--- config.mk ---
export PLATFORM = sky130hd
export DESIGN_NAME = priority_bitmap_tick_scheduler_top
export DESIGN_NICKNAME = d
export VERILOG_FILES = /design/src/rtl/pbts_pkg.sv /design/src/rtl/pbts_regs.sv /design/src/rtl/pbts_core.sv /design/src/rtl/priority_bitmap_tick_scheduler_top.sv
export SDC_FILE = /design/constraint.sdc
export NUM_CORES = 1
export LEC_CHECK = 0
export BUFFER_PORTS_ARGS = -buffer_cell sky130_fd_sc_hd__buf_2
export CORE_MARGIN = 2
export CORE_UTILIZATION = 40
export CTS_BUF_LIST = sky130_fd_sc_hd__clkbuf_8 sky130_fd_sc_hd__clkbuf_16
export CTS_CLUSTER_SIZE = 20
export DETAILED_ROUTE_END_ITERATION = 6
export PLACE_DENSITY = 0.69
export SYNTH_ARGS = -nofsm -noshare
export SYNTH_HDL_FRONTEND = slang
export SYNTH_SLANG_ARGS = --single-unit
--- constraint.sdc ---
create_clock -name clk -period 4.5 [get_ports clk]
set_clock_uncertainty 0.15 [all_clocks]
set_input_delay 0.225 -clock clk [delete_from_list [all_inputs] [get_ports clk]]
set_output_delay 0.225 -clock clk [all_outputs]
set_load 0.005 [all_outputs]
--- src/rtl/pbts_pkg.sv ---
`timescale 1ns / 1ps
// Shared types and constants for the priority bitmap tick scheduler.
package pbts_pkg;

    localparam int PRIO_W  = 5;
    localparam int DLY_W   = 16;
    localparam int TICK_W  = 32;
    localparam int MASK_W  = 32;
    localparam int DATA_W  = 32;
    localparam int ADDR_W  = 2;

    typedef enum logic [1:0] {
        KIND_CREATE = 2'd0,
        KIND_DELAY  = 2'd1,
        KIND_TICK   = 2'd2,
        KIND_SWITCH = 2'd3
    } kind_t;

    typedef enum logic [1:0] {
        ST_IDLE,
        ST_WALK,
        ST_LAST
    } state_t;

endpackage

--- src/rtl/pbts_regs.sv ---
`timescale 1ns / 1ps
// Configuration register block: the scheduler suspend control.
module pbts_regs (
    input  logic                         clk,
    input  logic                         rst_n,
    input  logic                         psel,
    input  logic                         penable,
    input  logic                         pwrite,
    input  logic [pbts_pkg::ADDR_W-1:0]  paddr,
    input  logic [pbts_pkg::DATA_W-1:0]  pwdata,
    output logic [pbts_pkg::DATA_W-1:0]  prdata,
    output logic                         pready,
    output logic                         suspended
);
    import pbts_pkg::*;

    logic susp_reg;
    logic susp_next;
    logic wr_en;

    // Only one word exists, so every offset within it decodes to the suspend register.
    assign wr_en = psel && penable && pwrite && (paddr[ADDR_W-1:0] == paddr);

    always_comb
    begin
        susp_next = susp_reg;
        if (wr_en)
        begin
            susp_next = pwdata[0];
        end
    end

    always_ff @(posedge clk or negedge rst_n)
    begin
        if (!rst_n)
        begin
            susp_reg <= 1'b0;
        end
        else
        begin
            susp_reg <= susp_next;
        end
    end

    assign prdata    = {{(DATA_W-1){1'b0}}, susp_reg};
    assign pready    = 1'b1;
    assign suspended = susp_reg;

endmodule

--- src/rtl/pbts_core.sv ---
`timescale 1ns / 1ps
// Scheduler engine: masks, tick counter, epoch flags and the wake time memory walk.
module pbts_core #(
    parameter int NUM_PRIORITIES = 32
) (
    input  logic                         clk,
    input  logic                         rst_n,
    input  logic                         start,
    input  logic [1:0]                   kind,
    input  logic [pbts_pkg::PRIO_W-1:0]  priority_req,
    input  logic [pbts_pkg::DLY_W-1:0]   ticks,
    input  logic                         suspended,
    output logic                         busy,
    output logic                         done,
    output logic [pbts_pkg::PRIO_W-1:0]  current_task,
    output logic                         none_ready,
    output logic [pbts_pkg::MASK_W-1:0]  ready_mask,
    output logic [pbts_pkg::MASK_W-1:0]  delayed_mask,
    output logic                         switch_request,
    output logic [pbts_pkg::TICK_W-1:0]  tick_count
);
    import pbts_pkg::*;

    localparam int NP = NUM_PRIORITIES;
    localparam int PW = $clog2(NP);

    state_t          state_reg, state_next;
    logic [NP-1:0]   ready_reg, ready_next;
    logic [NP-1:0]   delayed_reg, delayed_next;
    logic [NP-1:0]   flag_reg, flag_next;
    logic [TICK_W-1:0] tick_reg, tick_next;
    logic [PW-1:0]   run_reg, run_next;
    logic [PW-1:0]   idx_reg, idx_next;
    logic [PW-1:0]   chk_idx_reg, chk_idx_next;
    logic            chk_valid_reg, chk_valid_next;
    logic            done_reg, done_next;
    logic            none_reg, none_next;
    logic            req_reg, req_next;

    // Wake time memory, one entry per priority, not cleared at reset.
    logic [TICK_W-1:0] wake_mem [NP];
    logic [TICK_W-1:0] rdata_reg;
    logic              mem_we;
    logic              mem_re;
    logic [PW-1:0]     mem_waddr;
    logic [PW-1:0]     mem_raddr;
    logic [TICK_W-1:0] mem_wdata;

    logic [TICK_W:0]   wake_sum;
    logic [31:0]       prio_ext;
    logic              prio_ok;
    logic [PW-1:0]     hi_idx;
    logic [NP+MASK_W-1:0] ready_ext;
    logic [NP+MASK_W-1:0] delayed_ext;
    logic [PW+PRIO_W-1:0] run_ext;

    assign wake_sum = {1'b0, tick_reg} + {{(TICK_W+1-DLY_W){1'b0}}, ticks};
    assign prio_ext = 32'(priority_req);
    assign prio_ok  = prio_ext < 32'(NP);

    // Highest ready priority.
    always_comb
    begin
        hi_idx = '0;
        for (int i = 0; i < NP; i++)
        begin
            if (ready_reg[i])
            begin
                hi_idx = PW'(i);
            end
        end
    end

    always_comb
    begin
        state_next     = state_reg;
        ready_next     = ready_reg;
        delayed_next   = delayed_reg;
        flag_next      = flag_reg;
        tick_next      = tick_reg;
        run_next       = run_reg;
        idx_next       = idx_reg;
        chk_idx_next   = chk_idx_reg;
        chk_valid_next = chk_valid_reg;
        done_next      = 1'b0;
        none_next      = none_reg;
        req_next       = req_reg;
        mem_we         = 1'b0;
        mem_re         = 1'b0;
        mem_waddr      = run_reg;
        mem_raddr      = idx_reg;
        mem_wdata      = wake_sum[TICK_W-1:0];

        unique case (state_reg)
            ST_IDLE:
            begin
                if (start)
                begin
                    case (kind)
                        KIND_CREATE:
                        begin
                            if (prio_ok)
                            begin
                                run_next = prio_ext[PW-1:0];
                                ready_next[prio_ext[PW-1:0]] = 1'b1;
                            end
                            done_next = 1'b1;
                            none_next = 1'b0;
                            req_next  = 1'b0;
                        end
                        KIND_DELAY:
                        begin
                            mem_we                = 1'b1;
                            flag_next[run_reg]    = wake_sum[TICK_W];
                            delayed_next[run_reg] = 1'b1;
                            ready_next[run_reg]   = 1'b0;
                            done_next = 1'b1;
                            none_next = 1'b0;
                            req_next  = 1'b1;
                        end
                        KIND_TICK:
                        begin
                            if (suspended)
                            begin
                                done_next = 1'b1;
                                none_next = 1'b0;
                                req_next  = 1'b0;
                            end
                            else
                            begin
                                tick_next = tick_reg + 32'd1;
                                // Counter wraps to zero: every deferred wake time becomes live.
                                if (tick_reg == '1)
                                begin
                                    flag_next = '0;
                                end
                                idx_next   = '0;
                                state_next = ST_WALK;
                            end
                        end
                        default:
                        begin
                            if (ready_reg == '0)
                            begin
                                none_next = 1'b1;
                            end
                            else
                            begin
                                none_next = 1'b0;
                                run_next  = hi_idx;
                            end
                            done_next = 1'b1;
                            req_next  = 1'b0;
                        end
                    endcase
                end
            end
            ST_WALK:
            begin
                // Issue one wake time read per cycle; compare it the cycle after.
                mem_re         = 1'b1;
                chk_valid_next = 1'b1;
                chk_idx_next   = idx_reg;
                if (idx_reg == PW'(NP - 1))
                begin
                    state_next = ST_LAST;
                end
                else
                begin
                    idx_next = idx_reg + 1'b1;
                end
            end
            ST_LAST:
            begin
                chk_valid_next = 1'b0;
                done_next      = 1'b1;
                none_next      = 1'b0;
                req_next       = 1'b1;
                state_next     = ST_IDLE;
            end
            default:
            begin
                state_next = ST_IDLE;
            end
        endcase

        // Wake check on the returned entry; only that priority's bits change here.
        if (chk_valid_reg && delayed_reg[chk_idx_reg] && !flag_reg[chk_idx_reg]
            && (tick_reg >= rdata_reg))
        begin
            delayed_next[chk_idx_reg] = 1'b0;
            ready_next[chk_idx_reg]   = 1'b1;
        end
    end

    always_ff @(posedge clk or negedge rst_n)
    begin
        if (!rst_n)
        begin
            state_reg     <= ST_IDLE;
            ready_reg     <= '0;
            delayed_reg   <= '0;
            flag_reg      <= '0;
            tick_reg      <= '0;
            run_reg       <= '0;
            idx_reg       <= '0;
            chk_valid_reg <= 1'b0;
            done_reg      <= 1'b0;
            none_reg      <= 1'b0;
            req_reg       <= 1'b0;
        end
        else
        begin
            state_reg     <= state_next;
            ready_reg     <= ready_next;
            delayed_reg   <= delayed_next;
            flag_reg      <= flag_next;
            tick_reg      <= tick_next;
            run_reg       <= run_next;
            idx_reg       <= idx_next;
            chk_valid_reg <= chk_valid_next;
            done_reg      <= done_next;
            none_reg      <= none_next;
            req_reg       <= req_next;
        end
    end

    always_ff @(posedge clk)
    begin
        chk_idx_reg <= chk_idx_next;
    end

    // Writes happen only in idle and reads only during the walk, so they never overlap.
    always_ff @(posedge clk)
    begin
        if (mem_we)
        begin
            wake_mem[mem_waddr] <= mem_wdata;
        end
    end

    always_ff @(posedge clk)
    begin
        if (mem_re)
        begin
            rdata_reg <= wake_mem[mem_raddr];
        end
    end

    assign ready_ext   = {{MASK_W{1'b0}}, ready_reg};
    assign delayed_ext = {{MASK_W{1'b0}}, delayed_reg};
    assign run_ext     = {{PRIO_W{1'b0}}, run_reg};

    assign busy           = (state_reg != ST_IDLE);
    assign done           = done_reg;
    assign current_task   = run_ext[PRIO_W-1:0];
    assign none_ready     = none_reg;
    assign ready_mask     = ready_ext[MASK_W-1:0];
    assign delayed_mask   = delayed_ext[MASK_W-1:0];
    assign switch_request = req_reg;
    assign tick_count     = tick_reg;

endmodule

--- src/rtl/priority_bitmap_tick_scheduler_top.sv ---
`timescale 1ns / 1ps
// Top level: configuration port and scheduler engine.
// Create, delay, switch and suspended tick: done in the cycle after start, busy stays low,
//   so one request per cycle.
// Tick: busy through ST_WALK, which reads the wake time memory at one read per cycle,
//   and then through ST_LAST; done is registered from ST_LAST.
// Reset (rst_n low, asynchronous) clears masks, counter, epoch flags, running task and
//   the suspend bit; the wake time memory is not cleared and holds no valid data.
module priority_bitmap_tick_scheduler_top #(
    parameter int NUM_PRIORITIES = 32
) (
    input  logic                         clk,
    input  logic                         rst_n,
    input  logic                         psel,
    input  logic                         penable,
    input  logic                         pwrite,
    input  logic [pbts_pkg::ADDR_W-1:0]  paddr,
    input  logic [pbts_pkg::DATA_W-1:0]  pwdata,
    output logic [pbts_pkg::DATA_W-1:0]  prdata,
    output logic                         pready,
    input  logic                         start,
    output logic                         busy,
    input  logic [1:0]                   kind,
    input  logic [pbts_pkg::PRIO_W-1:0]  priority_req,
    input  logic [pbts_pkg::DLY_W-1:0]   ticks,
    output logic                         done,
    output logic [pbts_pkg::PRIO_W-1:0]  current_task,
    output logic                         none_ready,
    output logic [pbts_pkg::MASK_W-1:0]  ready_mask,
    output logic [pbts_pkg::MASK_W-1:0]  delayed_mask,
    output logic                         switch_request,
    output logic [pbts_pkg::TICK_W-1:0]  tick_count
);
    import pbts_pkg::*;

    logic suspended;

    pbts_regs u_regs (
        .clk       (clk),
        .rst_n     (rst_n),
        .psel      (psel),
        .penable   (penable),
        .pwrite    (pwrite),
        .paddr     (paddr),
        .pwdata    (pwdata),
        .prdata    (prdata),
        .pready    (pready),
        .suspended (suspended)
    );

    pbts_core #(
        .NUM_PRIORITIES (NUM_PRIORITIES)
    ) u_core (
        .clk            (clk),
        .rst_n          (rst_n),
        .start          (start),
        .kind           (kind),
        .priority_req   (priority_req),
        .ticks          (ticks),
        .suspended      (suspended),
        .busy           (busy),
        .done           (done),
        .current_task   (current_task),
        .none_ready     (none_ready),
        .ready_mask     (ready_mask),
        .delayed_mask   (delayed_mask),
        .switch_request (switch_request),
        .tick_count     (tick_count)
    );

endmodule

* Word-level counts from Yosys, hierarchy flattened
Memory sizes are Yosys's and may differ from the RTL's. A register that Yosys moved wholly into a read port is not among the register bits. Index checks and enable logic that the tools add are counted.
Operators by class: magnitude comparators 8, div/mod/pow operators 0, equal/unequal tests 16, multiplexer cells 86, bitwise logic cells 9, add/subtract/negate cells 3, shift-type cells 0, reductions and logical operators 25, multipliers 0
Operators with widths (count):
- 32-bit two-way mux | 10
- 32-bit case mux with 2 select lines | 2
- 5-bit two-way mux | 22
- 32-bit OR | 3
- 32-bit AND | 2
- 32-bit NOT | 2
- 32-bit by 16-bit adder with 33-bit output | 1
- 32-bit by 1-bit adder with 32-bit output, second input constant | 1
- 32-bit bitwise mux | 1
- 32-bit equality test, second input constant | 1
- 32-bit greater-or-equal comparator | 1
- 32-bit zero test | 1
- 4-bit two-way mux | 8
- 5-bit by 6-bit less-than comparator with 1-bit output, second input constant | 4
- 5-bit case mux with 2 select lines | 2
- 1-bit two-way mux | 19
- 1-bit demux with 5-bit select | 3
- 5-bit by 1-bit greater-or-equal comparator with 1-bit output, second input constant | 3
- 5-bit AND reduction | 3
- 2-bit two-way mux | 6
- 3-bit two-way mux | 4
- 2-bit inequality test, second input constant | 6
- 1-bit case mux with 2 select lines | 6
- 1-bit binary-select mux with 5-bit select | 2
- 15 further kinds | 34
Storage, ports and cells: bits in read-only memories 0, latch bits 0, memories kept 1, input bits 63, bits in registers 150, logic and storage cells 161, output and inout port bits 138, bits in writable memories 1024
Memory list:
- u_core.wake_mem | words 32, bits a word 32, read ports 1, clocked after Yosys merged registers in 1, write ports 1, RTL line pbts_core.sv:41 | logic [TICK_W-1:0] wake_mem [NP];

* Depth between registers and ports, before layout
word-level depth 33, gate-level depth with buffers 12

* Cells and area by module
From an unflattened synthesis, not the netlist that was laid out.
Second synthesis, totals: cell total of the unflattened synthesis 2656, area, all modules 49706.4 sq um
By module, submodules not included:
- pbts_core | cells an instance 2618, instances 1, area each 49406.1 sq um, sequential area each 35464.0 sq um
- pbts_regs | cells an instance 38, instances 1, area each 300.3 sq um, sequential area each 25.0 sq um

* Worst setup path before layout
OpenSTA, ideal clock, no wires.
path kind register to register, from register u_core.tick_reg[0] (netlist: u_core.tick_count[0]), to memory u_core.wake_mem[0][14], data pin, path buffers 0, period minus slack after synthesis 4.470 ns, setup time 0.615 ns, arrival 3.705 ns, cell stages (with the launch flop) 10, required time 3.735 ns, slack 0.030 ns, cell sequence dfrtp_1 > ha_1 > inv_1 > fa_1 > nor2b_1 > o21ai_0 > a21o_1 > a21o_1 > nand2_1 > o311ai_0
Between the ends: longest elaborated chain between the ends 1
RTL lines:
- start, declared | RTL line pbts_core.sv:31 | logic [TICK_W-1:0] tick_reg, tick_next;
- start signal, assigned | RTL line pbts_core.sv:218 | tick_reg <= tick_next;
- 32-bit by 16-bit adder with 33-bit output | RTL line pbts_core.sv:57 | assign wake_sum = {1'b0, tick_reg} + {{(TICK_W+1-DLY_W){1'b0}}, ticks};
- net u_core.wake_sum[14] | RTL line pbts_core.sv:49 | logic [TICK_W:0] wake_sum;
- end, declared | RTL line pbts_core.sv:41
The timed path passes the listed nets, and every way through them passes these cells.

* Worst setup path after layout
from register u_core.tick_reg[2] (netlist: u_core.tick_count[2]), to memory u_core.wake_mem[16][17], data pin
Same word-level chain as after synthesis.

==> results by group <==
Run status
  • Run status: finished, final reports clean

Detailed routing
  • Starting DRC count in detailed routing: 3,311
  • DR vias/cell: 5.87
  • Wire length after detailed routing: 131,000 µm
  • Drt drc: 0
  • Number of vias in the routed layout: 27,500
  • Final routed wire length divided by cell count: 28.0 µm
  • Iteration count of the initial detailed-routing pass: 6
  • Post-route antenna net violation count: 0

Die
  • Starting Density: 0.402
  • Height of the die: 358 µm
  • Core Box Area: 125,000 µm²
  • Number of core rows: 130
  • IO Count: 201
  • Chip Width: 358 µm
  • Die area: 128,000 µm²

STA
  • Maximum frequency from static timing analysis: 262 MHz
  • Final setup margin: 0.680 ns
  • Final Critical Period: 3.82 ns
  • Final setup TNS: 0 ns
  • Final setup violating endpoints: 0
  • Final period utilization: 0.849
  • Worst max-slew margin expressed relative to the limit: 0.122
  • Final Hold Vio Count: 0
  • Setup repair after global routing missed its margin: no
  • Transition time of the tightest slew-check pin: 1.31 ns
  • Number of max-slew violations in the final report: 0

Setup path
  • Crit path DAT: 4.21 ns
  • Start-to-end type of the worst setup path: register to register
  • Depth of the most critical reg-to-reg path: 9
  • Element type at the critical path end: register
  • Worst reg2reg path endpoint: u_core.wake_mem[16][17]$_DFFE_PP_
  • Worst reg2reg setup slack: 0.68 ns
  • Launch instance of the worst register-to-register path: u_core.tick_count[2]$_DFFE_PN0P_
  • Startpoint kind of the worst setup timing path: register
  • Critical path required time: 4.89 ns
  • Critical Path Fanout Max: 17

Synth
  • Flip-flop cell with the highest count after synthesis: sky130_fd_sc_hd__edfxtp_1
  • Ys async rst share: 0.120
  • Register area share after synthesis: 0.706
  • Netlist area before placement: 50,300 µm²
  • Gate count after technology mapping: 2,734
  • Count of different cell masters after synthesis: 75
  • Register bit total from synthesis: 1,206
  • Yosys warning total: 0
  • Mean post-synth cell area: 18.4 µm²
  • Post-synth EDFFs: 1,061

Global routing
  • Maximum number of pins on one net before global-route repair: 78
  • Number of global-route vias before repair: 27,100
  • First-pass GRT wire length: 189,000 µm
  • Tot GR Track Use: 0.203
  • Global-route track usage on met2: 0.340
  • Met1 GRT Util: 0.272
  • Total grt overflow: 0
  • Routing layer with the top usage in global route: met2
  • Antenna violations before repair: 0
  • GR met3 Demand/Resource: 0.0351

Cells and area
  • Final Instance Area: 57,600 µm²
  • Highest-count cells in the layout ignoring fill and taps: sky130_fd_sc_hd__edfxtp_1 (1,061), sky130_fd_sc_hd__mux4_2 (328), sky130_fd_sc_hd__dfrtp_1 (141)
  • Most common cell after layout, fill and taps aside: sky130_fd_sc_hd__edfxtp_1
  • Layout cell share with drive strength beyond 1: 0.284
  • Max reg flops: 1,024
  • Largest Register: u_core.wake_mem
  • Antenna Diode Count: 0
  • Layout Area Growth over Synthesis: 14.5%
  • Number of nets at the end of the flow: 3,066

Clock network
  • H-tree depth: 3
  • Cell at the root of the clock tree: sky130_fd_sc_hd__clkbuf_16
  • Worst-path clk slew: 0.06 ns
  • Number of instances resized during post-cts repair: 0
  • Hold Buf Count CTS: 12
  • Worst-skew pair later-pin latency: 0.70 ns
  • TritonCTS clock tree: done
  • Clock sink count: 1,206
  • Clock Path Buffers: 3
  • CTS buffer count: 111
  • Buffer count from post-CTS setup fixing: 0

Power and ir drop
  • Leakage power figure: 19.9 nW
  • Total power draw: 29.5 mW
  • Largest vdd supply drop: 0.389 mV
  • Power per unit of standard cell area: 513 nW/µm²

Place
  • Post-placement setup slack: 0.670 ns
  • Count of input and output buffers: 135
  • Detailed placement HPWL: 75,100 µm
  • Routability Congestion: 0.883
  • Area after DPL: 53,900 µm²

Min path
  • Class of the tightest hold or removal check: primary input to asynchronous set/reset pin

Flow run
  • Max Cap Viol: 0
synth_stat cells, drive strengths merged, types with 5 or more instances:
cell type,number,area (µm²)
and2,10,62.6
and4,7,61.3
nand3,35,188
nand2,95,357
nand2b,7,43.8
mux4,328,7390
mux2i,16,160
nand4,16,106
a31o,10,87.6
o21a,6,45.0
a211oi,7,70.1
xor2,23,201
edfxtp,1061,31900
or3,5,31.3
and3,10,62.6
nor3,15,75.1
o31ai,8,60.1
inv,67,251
nor4,14,87.6
mux2,41,465
o22ai,21,131
a211o,5,43.8
a21o,9,67.6
o41ai,19,294
clkbuf,93,349
nor2,154,578
xnor2,37,324
ha,58,726
o21ai,113,566
a31oi,36,225
a22oi,19,143
buf,92,557
nor3b,6,45.0
nor2b,11,68.8
a21oi,86,430
dfrtp,145,3630
or2,5,31.3
area by class of cell:
| class | instances | area [µm²] |
|---|---|---|
| flip-flops and latches | 1206 | 35500 |
| clock inverters | 89 | 683 |
| fillers | 10400 | 67500 |
| clock buffers | 116 | 2860 |
| well taps | 1650 | 2060 |
| inverters | 68 | 258 |
| multi-input cells | 1305 | 14200 |
| repair buffers | 252 | 2020 |
cell families (layout without fill, tap and decap cells):
family | count (synthesis) | after routing | synth area share
simple gates | 401 | 401 | 0.0376
buf+inv | 253 | 525 | 0.0231
flops | 1206 | 1206 | 0.706
fa+ha+maj | 59 | 59 | 0.0148
compound gates | 368 | 368 | 0.0482
mux | 385 | 385 | 0.159
other cells | 2 | 32 | 0.000149
xor+xnor | 60 | 60 | 0.0105
worst max-delay path: stages, from the launching register on:
cell and delay, ns:
sky130_fd_sc_hd__dfrtp_1 0.47, sky130_fd_sc_hd__ha_1 0.42, sky130_fd_sc_hd__o21a_1 0.19, sky130_fd_sc_hd__nand2_1 0.07, sky130_fd_sc_hd__a31oi_1 0.35, sky130_fd_sc_hd__a311o_1 0.33
sky130_fd_sc_hd__a311o_1 0.53, sky130_fd_sc_hd__nand3_1 0.20, sky130_fd_sc_hd__xnor2_2 0.61, sky130_fd_sc_hd__buf_4 0.32
worst max path at each step:
stage                                     start                                 to  slack [ns]  cells after the start
2_1_floorplan  u_core.tick_count[0]$_DFFE_PN0P_   u_core.wake_mem[0][14]$_DFFE_PP_        0.03                      9
5_1_grt        u_core.tick_count[0]$_DFFE_PN0P_  u_core.wake_mem[27][12]$_DFFE_PP_        0.32                     10
6_report       u_core.tick_count[2]$_DFFE_PN0P_  u_core.wake_mem[16][17]$_DFFE_PP_        0.68                      9
3_5_place_dp   u_core.tick_count[0]$_DFFE_PN0P_  u_core.wake_mem[12][12]$_DFFE_PP_        0.67                     10
3_3_place_gp   u_core.tick_count[0]$_DFFE_PN0P_  u_core.wake_mem[24][12]$_DFFE_PP_        0.80                     10
4_1_cts        u_core.tick_count[0]$_DFFE_PN0P_   u_core.wake_mem[8][28]$_DFFE_PP_        0.66                     11
through the flow:
step	utilization	hold slack, ns	std cells
2_1_floorplan	-	-0.221	2764
3_3_place_gp	0.431	0.152	4469
3_5_place_dp	0.431	0.152	4469
4_1_cts	0.460	0.00510	4686
5_1_grt	0.460	0.0887	4686
6_report	0.460	0.00501	4686
power by group:
| group | leakage, nW | internal [mW] | switching, mW |
|---|---|---|---|
| combinational | 5.98 | 2.93 | 3.48 |
| sequential | 12.0 | 13.1 | 0.827 |
| clock | 1.87 | 5.05 | 4.12 |
routing by layer:
layer | up-vias | share of wire | wire, µm
li1 | 11400 | - | -
met3 | 215 | 0.080 | 10500
met2 | 1275 | 0.50 | 65600
met4 | 0 | 0.029 | 3800
met5 | - | 0 | 0
met1 | 14600 | 0.39 | 51500
Power figures use the tool's default switching activity.
